==> config.mk <==
export PLATFORM = sky130hd
export DESIGN_NAME = infix_expression_evaluator
export DESIGN_NICKNAME = d
export VERILOG_FILES = /design/src/design/iee_pkg.sv /design/src/design/iee_divider.sv /design/src/design/iee_datapath.sv /design/src/design/iee_ctrl.sv /design/src/design/infix_expression_evaluator.sv
export SDC_FILE = /design/constraint.sdc
export NUM_CORES = 2
export LEC_CHECK = 0
export BUFFER_PORTS_ARGS = -buffer_cell sky130_fd_sc_hd__buf_4
export CAP_MARGIN = 20
export CORE_ASPECT_RATIO = 0.75
export CORE_UTILIZATION = 51
export DETAILED_ROUTE_END_ITERATION = 10
export GPL_TIMING_DRIVEN = 0
export PLACE_DENSITY = 0.66
export SYNTH_ARGS = -nofsm -noshare
export SYNTH_HDL_FRONTEND = slang
export SYNTH_SLANG_ARGS = --single-unit
==> constraint.sdc <==
create_clock -name clk -period 17.5 [get_ports clk]
set_input_delay 1.75 -clock clk [delete_from_list [all_inputs] [get_ports clk]]
set_output_delay 1.75 -clock clk [all_outputs]
set_load 0.02 [all_outputs]
==> src/design/iee_pkg.sv <==
// shared types and constants for the infix expression evaluator
`default_nettype none
package iee_pkg;
	typedef enum logic [2:0] {
		OP_OPEN = 3'd0,
		OP_ADD  = 3'd1,
		OP_SUB  = 3'd2,
		OP_MUL  = 3'd3,
		OP_DIV  = 3'd4
	} op_t;

	typedef enum logic [1:0] {
		ST_OK      = 2'd0,
		ST_BADCHAR = 2'd1,
		ST_DIVZERO = 2'd2,
		ST_STACK   = 2'd3
	} status_t;

	// symbol classes
	typedef enum logic [2:0] {
		SC_DIGIT = 3'd0,
		SC_ADDSUB = 3'd1,
		SC_MULDIV = 3'd2,
		SC_OPEN  = 3'd3,
		SC_CLOSE = 3'd4,
		SC_BAD   = 3'd5
	} sym_class_t;

	localparam logic [7:0] CHAR_ZERO  = 8'd48;
	localparam logic [7:0] CHAR_NINE  = 8'd57;
	localparam logic [7:0] CHAR_PLUS  = 8'd43;
	localparam logic [7:0] CHAR_MINUS = 8'd45;
	localparam logic [7:0] CHAR_STAR  = 8'd42;
	localparam logic [7:0] CHAR_SLASH = 8'd47;
	localparam logic [7:0] CHAR_OPEN  = 8'd40;
	localparam logic [7:0] CHAR_CLOSE = 8'd41;

	// datapath commands
	typedef struct packed {
		logic load;       // capture symbol
		logic push_digit; // push digit operand
		logic push_op;    // push captured operator
		logic pop_op;     // drop top operator
		logic red_start;  // pop two operands, start arithmetic
		logic red_finish; // push arithmetic result
		logic clear;      // empty both stacks
	} dp_cmd_t;

	// datapath status
	typedef struct packed {
		sym_class_t cls;
		logic       opd_full;
		logic       opd_lt2;
		logic       opd_empty;
		logic       opr_full;
		logic       opr_empty;
		op_t        opr_top;
		logic       arith_done;
		logic       div_zero;
	} dp_sts_t;
endpackage
`default_nettype wire

==> src/design/iee_divider.sv <==
// iterative signed divider truncating toward zero, one quotient bit per cycle
`default_nettype none
module iee_divider import iee_pkg::*; #(
	parameter int W = 32
) (
	input  wire logic         clk,
	input  wire logic         arst_n,
	input  wire logic         start,
	input  wire logic [W-1:0] dividend,
	input  wire logic [W-1:0] divisor,
	output logic              done,
	output logic [W-1:0]      quotient
);
	localparam int CW = $clog2(W + 1);

	logic [W-1:0]  rem_q, quo_q, dvs_q;
	logic [CW-1:0] cnt_q;
	logic          neg_q, busy_q;
	logic [W:0]    trial;

	assign trial = {rem_q, quo_q[W-1]} - {1'b0, dvs_q};

	// restoring division over magnitudes
	always_ff @(posedge clk or negedge arst_n) begin
		if (!arst_n) begin
			busy_q <= 1'b0;
			done   <= 1'b0;
			cnt_q  <= '0;
		end else begin
			done <= 1'b0;
			if (start) begin
				busy_q <= 1'b1;
				cnt_q  <= CW'(W);
				rem_q  <= '0;
				quo_q  <= dividend[W-1] ? W'(-dividend) : dividend;
				dvs_q  <= divisor[W-1] ? W'(-divisor) : divisor;
				neg_q  <= dividend[W-1] ^ divisor[W-1];
			end else if (busy_q) begin
				if (!trial[W]) begin
					rem_q <= trial[W-1:0];
					quo_q <= {quo_q[W-2:0], 1'b1};
				end else begin
					rem_q <= {rem_q[W-2:0], quo_q[W-1]};
					quo_q <= {quo_q[W-2:0], 1'b0};
				end
				cnt_q <= cnt_q - 1'b1;
				if (cnt_q == CW'(1)) begin
					busy_q <= 1'b0;
					done   <= 1'b1;
				end
			end
		end
	end

	assign quotient = neg_q ? W'(-quo_q) : quo_q;
endmodule
`default_nettype wire

==> src/design/iee_datapath.sv <==
// operand and operator stacks with the arithmetic unit
`default_nettype none
module iee_datapath import iee_pkg::*; #(
	parameter int STACK_DEPTH = 16,
	parameter int VALUE_WIDTH = 32
) (
	input  wire logic                   clk,
	input  wire logic                   arst_n,
	input  wire logic [7:0]             symbol,
	input  dp_cmd_t                     cmd,
	output dp_sts_t                     sts,
	output logic [VALUE_WIDTH-1:0]      top_value
);
	localparam int AW = (STACK_DEPTH > 1) ? $clog2(STACK_DEPTH) : 1;
	localparam int CW = $clog2(STACK_DEPTH + 1);
	localparam int W  = VALUE_WIDTH;

	logic [W-1:0]  opd_mem [STACK_DEPTH];
	logic [2:0]    opr_mem [STACK_DEPTH];
	logic [CW-1:0] opd_cnt_q, opr_cnt_q;
	logic [W-1:0]  top_q, next_q;
	op_t           opr_top_q;
	logic [7:0]    sym_q;
	sym_class_t    cls;
	op_t           sym_op;
	logic [W-1:0]  a_q, b_q, res_q;
	op_t           aop_q;
	logic          arith_q, arith_done_q, div_start_q;
	logic          div_done;
	logic [W-1:0]  div_quo;

	// classify captured symbol
	always_comb begin
		sym_op = OP_OPEN;
		if (sym_q >= CHAR_ZERO && sym_q <= CHAR_NINE) cls = SC_DIGIT;
		else if (sym_q == CHAR_PLUS) begin cls = SC_ADDSUB; sym_op = OP_ADD; end
		else if (sym_q == CHAR_MINUS) begin cls = SC_ADDSUB; sym_op = OP_SUB; end
		else if (sym_q == CHAR_STAR) begin cls = SC_MULDIV; sym_op = OP_MUL; end
		else if (sym_q == CHAR_SLASH) begin cls = SC_MULDIV; sym_op = OP_DIV; end
		else if (sym_q == CHAR_OPEN) cls = SC_OPEN;
		else if (sym_q == CHAR_CLOSE) cls = SC_CLOSE;
		else cls = SC_BAD;
	end

	always_ff @(posedge clk) begin
		if (cmd.load) sym_q <= symbol;
	end

	// counts and cached top entries; memory holds everything below
	always_ff @(posedge clk or negedge arst_n) begin
		if (!arst_n) begin
			opd_cnt_q <= '0;
			opr_cnt_q <= '0;
		end else if (cmd.clear) begin
			opd_cnt_q <= '0;
			opr_cnt_q <= '0;
		end else begin
			if (cmd.push_digit || cmd.red_finish) opd_cnt_q <= opd_cnt_q + 1'b1;
			else if (cmd.red_start) opd_cnt_q <= opd_cnt_q - CW'(2);
			if (cmd.push_op) opr_cnt_q <= opr_cnt_q + 1'b1;
			else if (cmd.pop_op || cmd.red_start) opr_cnt_q <= opr_cnt_q - 1'b1;
		end
	end

	// operand stack: entry cnt-1 in top_q, cnt-2 in next_q, read data registered
	always_ff @(posedge clk) begin
		if (cmd.push_digit || cmd.red_finish) begin
			if (opd_cnt_q != '0) opd_mem[AW'(opd_cnt_q - 1'b1)] <= top_q;
			next_q <= top_q;
			top_q  <= cmd.red_finish ? res_q : W'({4'd0, sym_q[3:0]} - 8'd0);
		end else if (cmd.red_start) begin
			a_q <= next_q;
			b_q <= top_q;
			aop_q <= opr_top_q;
			if (opd_cnt_q > CW'(2)) top_q <= opd_mem[AW'(opd_cnt_q - CW'(3))];
			if (opd_cnt_q > CW'(3)) next_q <= opd_mem[AW'(opd_cnt_q - CW'(4))];
		end
	end

	// operator stack with cached top
	always_ff @(posedge clk) begin
		if (cmd.push_op) begin
			if (opr_cnt_q != '0) opr_mem[AW'(opr_cnt_q - 1'b1)] <= opr_top_q;
			opr_top_q <= (cls == SC_OPEN) ? OP_OPEN : sym_op;
		end else if ((cmd.pop_op || cmd.red_start) && opr_cnt_q > CW'(1)) begin
			opr_top_q <= op_t'(opr_mem[AW'(opr_cnt_q - CW'(2))]);
		end
	end

	// arithmetic: add, sub, mul computed directly into the result register; divider for div
	always_ff @(posedge clk or negedge arst_n) begin
		if (!arst_n) begin
			arith_q      <= 1'b0;
			arith_done_q <= 1'b0;
			div_start_q  <= 1'b0;
		end else begin
			arith_q      <= cmd.red_start;
			div_start_q  <= 1'b0;
			arith_done_q <= 1'b0;
			if (arith_q) begin
				unique case (aop_q)
					OP_ADD: begin res_q <= a_q + b_q; arith_done_q <= 1'b1; end
					OP_SUB: begin res_q <= a_q - b_q; arith_done_q <= 1'b1; end
					OP_MUL: begin res_q <= W'(a_q * b_q); arith_done_q <= 1'b1; end
					default: begin
						if (b_q == '0) arith_done_q <= 1'b1;
						else div_start_q <= 1'b1;
					end
				endcase
			end
			if (div_done) begin
				res_q <= div_quo;
				arith_done_q <= 1'b1;
			end
		end
	end

	iee_divider #(.W(W)) u_div (
		.clk(clk), .arst_n(arst_n), .start(div_start_q),
		.dividend(a_q), .divisor(b_q), .done(div_done), .quotient(div_quo)
	);

	always_comb begin
		sts.cls        = cls;
		sts.opd_full   = (opd_cnt_q == CW'(STACK_DEPTH));
		sts.opd_lt2    = (opd_cnt_q < CW'(2));
		sts.opd_empty  = (opd_cnt_q == '0);
		sts.opr_full   = (opr_cnt_q == CW'(STACK_DEPTH));
		sts.opr_empty  = (opr_cnt_q == '0);
		sts.opr_top    = opr_top_q;
		sts.arith_done = arith_done_q;
		sts.div_zero   = (aop_q == OP_DIV) && (b_q == '0);
	end

	assign top_value = top_q;
endmodule
`default_nettype wire

==> src/design/iee_ctrl.sv <==
// controller state machine for symbol handling and reductions
`default_nettype none
module iee_ctrl import iee_pkg::*; (
	input  wire logic clk,
	input  wire logic arst_n,
	input  wire logic start,
	input  wire logic last,
	input  dp_sts_t   sts,
	output dp_cmd_t   cmd,
	output logic      busy,
	output logic      emit,
	output status_t   err
);
	typedef enum logic [5:0] {
		S_IDLE   = 6'b000001,
		S_DECODE = 6'b000010,
		S_REDUCE = 6'b000100,
		S_WAIT   = 6'b001000,
		S_FINAL  = 6'b010000,
		S_EMIT   = 6'b100000
	} state_t;

	state_t  state_q, state_d;
	status_t err_q, err_d;
	logic    last_q, fin_q, fin_d;

	// reduction wanted for current symbol (fin_q: end-of-expression drain)
	logic want_red;
	always_comb begin
		want_red = 1'b0;
		if (!sts.opr_empty && sts.opr_top != OP_OPEN) begin
			if (fin_q || sts.cls == SC_ADDSUB || sts.cls == SC_CLOSE) want_red = 1'b1;
			else if (sts.cls == SC_MULDIV &&
				(sts.opr_top == OP_MUL || sts.opr_top == OP_DIV)) want_red = 1'b1;
		end
	end

	always_comb begin
		state_d = state_q;
		err_d   = err_q;
		fin_d   = fin_q;
		cmd     = '0;
		emit    = 1'b0;
		unique case (state_q)
			S_IDLE: begin
				if (start) begin
					cmd.load = 1'b1;
					state_d  = S_DECODE;
				end
			end
			S_DECODE: begin
				if (err_q != ST_OK) state_d = last_q ? S_FINAL : S_IDLE;
				else if (want_red) begin
					if (sts.opd_lt2) begin
						err_d = ST_STACK;
						cmd.pop_op = 1'b1;
						state_d = last_q ? S_FINAL : S_IDLE;
					end else begin
						cmd.red_start = 1'b1;
						state_d = S_WAIT;
					end
				end else begin
					state_d = last_q ? S_FINAL : S_IDLE;
					unique case (sts.cls)
						SC_DIGIT: if (sts.opd_full) err_d = ST_STACK;
							else cmd.push_digit = 1'b1;
						SC_ADDSUB, SC_MULDIV, SC_OPEN: if (sts.opr_full) err_d = ST_STACK;
							else cmd.push_op = 1'b1;
						SC_CLOSE: if (sts.opr_empty) err_d = ST_STACK;
							else cmd.pop_op = 1'b1;
						default: err_d = ST_BADCHAR;
					endcase
				end
			end
			S_WAIT: begin
				if (sts.arith_done) begin
					if (sts.div_zero) err_d = ST_DIVZERO;
					else cmd.red_finish = 1'b1;
					state_d = fin_q ? S_FINAL : S_DECODE;
				end
			end
			S_FINAL: begin
				fin_d = 1'b1;
				if (err_q != ST_OK) state_d = S_EMIT;
				else if (!sts.opr_empty && sts.opr_top == OP_OPEN) cmd.pop_op = 1'b1;
				else if (!sts.opr_empty) begin
					if (sts.opd_lt2) begin
						err_d = ST_STACK;
						cmd.pop_op = 1'b1;
					end else begin
						cmd.red_start = 1'b1;
						state_d = S_WAIT;
					end
				end else begin
					if (sts.opd_empty) err_d = ST_STACK;
					state_d = S_EMIT;
				end
			end
			S_EMIT: begin
				emit      = 1'b1;
				cmd.clear = 1'b1;
				err_d     = ST_OK;
				fin_d     = 1'b0;
				state_d   = S_IDLE;
			end
			default: state_d = S_IDLE;
		endcase
	end

	always_ff @(posedge clk or negedge arst_n) begin
		if (!arst_n) begin
			state_q <= S_IDLE;
			err_q   <= ST_OK;
			fin_q   <= 1'b0;
			last_q  <= 1'b0;
		end else begin
			state_q <= state_d;
			err_q   <= err_d;
			fin_q   <= fin_d;
			if (cmd.load) last_q <= last;
		end
	end

	assign busy = (state_q != S_IDLE);
	assign err  = err_q;
endmodule
`default_nettype wire

==> src/design/infix_expression_evaluator.sv <==
// top level of the infix expression evaluator
// One transaction is one ASCII character with a last mark, taken when start is
// high and busy is low. Each reduction of a pending operator computes add,
// subtract or multiply directly and uses the one-bit-per-cycle divider for
// divide. After the last character the remaining operators are reduced and
// one result appears on value and status with done high for one cycle; it
// cannot be stalled. value is 0 whenever status is nonzero.
`default_nettype none
module infix_expression_evaluator import iee_pkg::*; #(
	parameter int STACK_DEPTH = 16,
	parameter int VALUE_WIDTH = 32
) (
	input  wire logic        clk,
	input  wire logic        arst_n,
	input  wire logic        start,
	output logic             busy,
	input  wire logic [7:0]  symbol,
	input  wire logic        last,
	output logic             done,
	output logic [31:0]      value,
	output logic [1:0]       status
);
	dp_cmd_t                cmd;
	dp_sts_t                sts;
	logic                   emit;
	status_t                err;
	logic [VALUE_WIDTH-1:0] top;
	logic [63:0]            top_ext;

	iee_ctrl u_ctrl (
		.clk(clk), .arst_n(arst_n), .start(start), .last(last),
		.sts(sts), .cmd(cmd), .busy(busy), .emit(emit), .err(err)
	);

	iee_datapath #(.STACK_DEPTH(STACK_DEPTH), .VALUE_WIDTH(VALUE_WIDTH)) u_dp (
		.clk(clk), .arst_n(arst_n), .symbol(symbol), .cmd(cmd),
		.sts(sts), .top_value(top)
	);

	assign top_ext = 64'(signed'(top));

	// result register
	always_ff @(posedge clk or negedge arst_n) begin
		if (!arst_n) begin
			done   <= 1'b0;
			value  <= '0;
			status <= '0;
		end else begin
			done <= emit;
			if (emit) begin
				status <= err;
				value  <= (err == ST_OK) ? top_ext[31:0] : 32'd0;
			end
		end
	end
endmodule
`default_nettype wire

# Yosys cells after proc, flatten, opt, wreduce, memory -nomap -nowiden

Memory sizes are Yosys's and may differ from the RTL's.
Index checks and enable logic that the tools add are counted.

Register bits: 337
RAM bits: 560
Memories: 2

$add $sub $neg: 15
Multipliers: 1
Order comparisons: 6
Equality and inequality tests: 37
Multiplexer cells: 115
Bitwise logic cells: 2
Reduce and logical (&&, ||, !) cells: 43

Memory list:

| memory       | depth | bits a word | read ports | clocked after Yosys merged registers in | wr ports | RTL line           | RTL |
|---|---|---|---|---|---|---|---|
| u_dp.opd_mem | 16    | 32          | 2          | 0                                       | 1        | iee_datapath.sv:18 | `logic [W-1:0] opd_mem [STACK_DEPTH];` |
| u_dp.opr_mem | 16    | 3           | 1          | 0                                       | 1        | iee_datapath.sv:19 | `logic [2:0] opr_mem [STACK_DEPTH];` |

Operators by type and width:

| operator                                           | number |
|---|---|
| two-way mux 32 bit                                 | 16 |
| negator 32 bit                                     | 3 |
| case mux 32 bit (3 select lines)                   | 1 |
| two-way mux 6 bit                                  | 11 |
| == test 8 x 6 -> 1 bit, second input constant      | 6 |
| two-way mux 1 bit                                  | 42 |
| two-way mux 3 bit                                  | 14 |
| two-way mux 5 bit                                  | 8 |
| subtractor 33 x 32 -> 33 bit                       | 1 |
| adder 32 bit                                       | 1 |
| logical NOT 32 bit                                 | 1 |
| multiplier 32 x 32 -> 32 bit                       | 1 |
| two-way mux 2 bit                                  | 16 |
| subtractor 32 bit                                  | 1 |
| two-way mux 31 bit                                 | 1 |
| case mux 6 bit (4 select lines)                    | 1 |
| nonzero test 2 bit                                 | 8 |
| == test 3 x 2 -> 1 bit, second input constant      | 5 |
| == test 6 x 1 -> 1 bit, second input constant      | 2 |
| adder 5 x 1 -> 5 bit, second input constant        | 2 |
| == test 5 bit, second input constant               | 2 |
| > comparator 5 x 2 -> 1 bit, second input constant | 2 |
| logical NOT 5 bit                                  | 2 |
| != test 2 bit, second input constant               | 5 |
| 42 further kinds                                   | 67 |

# Logic depth before layout (Yosys ltp)

Depth after elaboration: 20
Gate-level depth with buffers: 28
Gate-level depth less buffers: 26

# By module

Synthesis repeated with hierarchy kept, for this count alone.

Cell total of the unflattened synthesis: 4817
Area total of the unflattened synthesis: 61248.7 um2

Modules (own cells, without submodules):

| module                     | times used | cells an instance | area each (um2) | sequential area each (um2) |
|---|---|---|---|---|
| iee_datapath               | 1          | 3690              | 50743.7         | 22366.5 |
| iee_divider                | 1          | 880               | 8110.3          | 3113.0 |
| infix_expression_evaluator | 1          | 145               | 1617.8          | 875.8 |
| iee_ctrl                   | 1          | 102               | 777.0           | 226.5 |

# Least setup slack after synthesis

Ideal clock, no wire load.

Kind: register -> register
Start: register u_dp.opr_cnt_q[0]
End: register u_dp.a_q[0], enable pin
Library setup time: 0.851 ns
Arrival: 13.171 ns
Data required time: 16.649 ns
Slack: 3.478 ns
Stages on the path, launching flop included: 12
Path buffers: 3
Period minus slack after synthesis: 14.022 ns
Path through: dfrtp_1 > clkbuf_1 > clkbuf_1 > inv_1 > ha_1 > clkbuf_1 > or3b_2 > nor2_1 > nor2_1 > a21boi_2 > nand2_1 > a2111oi_0

Cells in the longest elaborated chain, start to end: 10
Elaborated cells on any way between the ends: 16
Those cells by class: 9 x mux; 1 x bitwise; 6 x reduce/logical

Ends and longest elaborated chain:

| what                              | RTL line                       | RTL |
|---|---|---|
| start, declared                   | iee_datapath.sv:20             | `logic [CW-1:0] opd_cnt_q, opr_cnt_q;` |
| start signal, assigned            | iee_datapath.sv:60             | `if (cmd.push_op) opr_cnt_q <= opr_cnt_q + 1'b1;` |
| start signal, assigned            | iee_datapath.sv:61             | `else if (cmd.pop_op \|\| cmd.red_start) opr_cnt_q <= opr_cnt_q - 1'b1;` |
| logical NOT 5 bit (*)             | iee_datapath.sv:129            | `sts.opr_empty = (opr_cnt_q == '0);` |
| logical NOT 1 bit                 | iee_ctrl.sv:31, iee_ctrl.sv:85 |  |
| logical AND 1 bit                 | iee_ctrl.sv:31                 | `if (!sts.opr_empty && sts.opr_top != OP_OPEN) begin` |
| two-way mux 1 bit                 | iee_ctrl.sv:31                 |  |
| two-way mux 2 bit                 | iee_ctrl.sv:53                 | `else if (want_red) begin` |
| two-way mux 4 bit                 | iee_ctrl.sv:52                 | `if (err_q != ST_OK) state_d = last_q ? S_FINAL : S_IDLE;` |
| two-way mux 2 bit                 | iee_ctrl.sv:44                 | `unique case (state_q)` |
| logical OR 1 bit                  | iee_datapath.sv:67             | `if (cmd.push_digit \|\| cmd.red_finish) begin` |
| NOT 1 bit (no line)               | n/a                            |  |
| AND reduction 2 bit (no line) (*) | n/a                            |  |
| end signal, assigned              | iee_datapath.sv:72             | `a_q <= next_q;` |
| end, declared                     | iee_datapath.sv:26             | `logic [W-1:0] a_q, b_q, res_q;` |

Every way passes the cells marked *; elsewhere a longest branch is shown, timed or not.
A chain may end at the register's enable or synchronous reset.

# Final worst setup path

Start: register u_dp.b_q[7]
End: register u_dp.res_q[31] (data pin)

Cells in the longest elaborated chain, start to end: 4
Elaborated cells on any way between the ends: 6
Those cells by class: 2 x add/sub; 1 x mul; 3 x mux

Ends and longest elaborated chain:

| what                                                       | RTL line            | RTL |
|---|---|---|
| start, declared                                            | iee_datapath.sv:26  |  |
| start signal, assigned                                     | iee_datapath.sv:73  | `b_q <= top_q;` |
| multiplier 32 x 32 -> 32 bit, or another cell as far along | iee_datapath.sv:104 | `OP_MUL: begin res_q <= W'(a_q * b_q); arith_done_q <= 1'b1; end` |
| case mux 32 bit (3 select lines) (*)                       | iee_datapath.sv:101 | `unique case (aop_q)` |
| two-way mux 32 bit (*)                                     | iee_datapath.sv:100 | `if (arith_q) begin` |
| two-way mux 32 bit (*)                                     | iee_datapath.sv:111 | `if (div_done) begin` |
| end signal, assigned                                       | iee_datapath.sv:112 | `res_q <= div_quo;` |
| end, declared                                              | iee_datapath.sv:26  |  |

Every way passes the cells marked *; elsewhere a longest branch is shown, timed or not. The select of a mux whose other input is x is not followed.

==> out/qor.yml <==
logic_synthesis:
  avgSynthCellArea_um2: 12.4
  netlist_top_cells_count: "831 x edfxtp_1, 578 x nand2_1, 449 x inv_1"
  synth-seq-cells: 896
  yosysWarnings: 0
  synthDistinctLibCells: 84
  synth_ff_type: "edfxtp_1"
  synth-edff-count: 831
  yosys.area.top_type: "edfxtp_1"
  synthArstFlopShare: 0.0725
  yosysMostFrequentCell: "edfxtp_1"
  synth_area_leaders: "edfxtp_1 41%, fa_1 14%, mux4_2 11%"
  synth.top_cell.area_share: 0.411
  seq_area_frac_synth: 0.438
  syn-cell-area_um2: 60800
  syn_inst: 4885
  syn-num-nets: 5521
setup_path:
  worstPathMaxFanout: 10
  startpoint_type: "flop"
  cp-end-kind: "flop"
  crit_type: "flop to flop"
  critPathRequiredTime_ns: 17.98
  critical_path_arrival_ns: 10.27
placed_design:
  post-place-ws_ns: 8.09
  port_buffers: 47
  dpl.hpwl_um: 151000
  gp_routability_congestion: 1.00
  dp.cells: 6522
cells_and_area:
  largest_reg_flops: 512
  top_register: "u_dp.opd_mem"
  final_util: 0.567
  layout.nets: 5716
  largest_registers: "u_dp.opd_mem: 512 flops, u_dp.opr_mem: 48 flops"
  drive_gt1_frac: 0.118
  area_growth_syn_to_layout_pct: 10.1
  instances_no_fill: 6706
timing:
  max_freq_mhz: 102
  final-hold-violation-count: 0
  worstMarginPinSlew_ns: 1.22
  grt_setup_unrepaired: "no"
  timing.final.ws_setup_ns: 7.71
  slew_headroom: 0.188
  final.min_clock_period_ns: 9.79
  min_period_over_period: 0.559
  tns_ns: 0
  setup_violations: 0
  hold_ws_ns: 0.416
  skew_ns: 0.0427
  slew_viol_final: 0
floorplan:
  pin_count: 48
  die_w_um: 401
  die_h_um: 301
  dieArea_um2: 121000
  placementRows: 109
  initial_core_util: 0.515
  coreArea_um2: 118000
cts:
  numCtsBuffers: 86
  cts.path.max_buffers: 3
  cts_root_buffer: "clkbuf_16"
  clk_pin_slew_ns: 0.06
  htree_levels: 3
  holdBufCountCts: 0
  cts.repair.resized: 0
  cts_tree: "done"
  postCtsSetupBuffers: 0
  clkSinkCount: 896
  clk_latency_ns: 0.69
routing:
  drc: 0
  drt_wl_total_um: 197000
  routedWlPerCell_um: 29.3
  drtAntennaViolNets: 0
  dr.pass1.iters: 8
  first_iter_violations: 6037
  route.vias.total: 42400
  vias_per_cell: 6.32
power:
  p_leak_nw: 25.4
  peakVddDrop_v: 0.0000833
  power_density_nw_per_um2: 81.9
global_routing:
  grt_start_max_net_pins: 83
  antenna_found_initial: 7
  track_usage: 0.328
  grt_pass1_vias: 41100
  grt_overflow: 0
  grt_pass1_wl_um: 284000
min_path:
  min_path_type: "flop to flop"
outcome:
  status: "finished clean"
job:
  cap_violations: 0
==> critical path, stage by stage, from the launching register on <==
cell	delay, ns
edfxtp_1	0.55
clkbuf_1	0.92
clkbuf_1	0.76
and2_1	0.25
fa_1	0.43
fa_1	0.49
fa_1	0.51
inv_1	0.05
fa_1	0.49
inv_1	0.06
fa_1	0.49
fa_1	0.57
fa_1	0.42
fa_1	0.50
ha_1	0.33
clkbuf_1	0.29
nand4_1	0.20
nor4_1	0.28
o21ai_0	0.37
a211oi_1	0.46
nor2_1	0.08
a211o_1	0.38
xnor2_1	0.28
o21ai_0	0.15
o22ai_1	0.26
==> cell usage in the layout (no fill, tap or decap), types with 55 or more instances in the layout <==
cell type	instances
mux2i_1	63
clkbuf_16	88
xor2_1	125
mux4_2	303
a211oi_1	91
nand3_1	56
edfxtp_1	831
dfrtp_1	64
xnor2_1	146
fa_1	410
clkbuf_1	272
inv_1	449
ha_1	214
nor2_1	188
and2_1	310
buf_4	55
a21oi_1	166
nand2_1	576
o21ai_0	123
==> where the power goes <==
| group | internal (mW) | switching (mW) | total [mW] |
|---|---|---|---|
| Combinational | 0.565 | 0.623 | 1.19 |
| Sequential | 2.36 | 0.0250 | 2.38 |
| Clock | 1.07 | 0.842 | 1.91 |
==> cell families after synthesis <==
group / share of synthesized area
AND/OR/NAND/NOR: 0.111
flip-flops: 0.438
buffers and inverters: 0.0467
adder cells (fa/ha/maj): 0.179
AO/OA/AOI/OAI: 0.0622
multiplexers: 0.124
XOR/XNOR: 0.0393
==> metal layers <==
layer | wire length [µm] | global-route usage
met1 | 85800 | 0.509
met2 | 77600 | 0.436
met3 | 28900 | 0.114
met4 | 4470 | 0.0765
met5 | 28 | 0
==> path summary, 6_finish.rpt <==
check / from / slack, ns / end / cells after the start
setup / recovery: u_dp.b_q[7] / 7.71 / u_dp.res_q[31] / 24
hold / removal: u_dp.next_q[19] / 0.42 / u_dp.a_q[19] / 0
setup reg to reg: u_dp.b_q[7] / 7.71 / u_dp.res_q[31] / 24
hold reg to reg: u_dp.next_q[19] / 0.42 / u_dp.a_q[19] / 0
max in group asynchronous: arst_n / 15.80 / u_ctrl.state_q[0] / 2
min in group asynchronous: arst_n / 0.93 / value[7] / 1
==> layout make-up <==
class,instances,area (µm²)
Clock buffer,110,2290
Clock inverter,47,520
Buffer,301,1150
Fill cell,9688,51100
Inverter,450,1690
Multi-Input combinational cell,3238,31400
Timing Repair Buffer,107,1290
Antenna cell,3,7.51
Tap cell,1554,1940
Sequential cell,896,26600
==> metrics by stage <==
| step | power [mW] | instance area (µm²) |
|---|---|---|
| final | 5.48 | 66900 |
| after global routing | 5.64 | 66900 |
| after CTS | 5.44 | 66500 |
| after detailed placement | 3.55 | 63700 |
| after global placement | 3.52 | 63100 |
| after floorplan | 3.22 | 60800 |
Power figures use the tool's default switching activity.
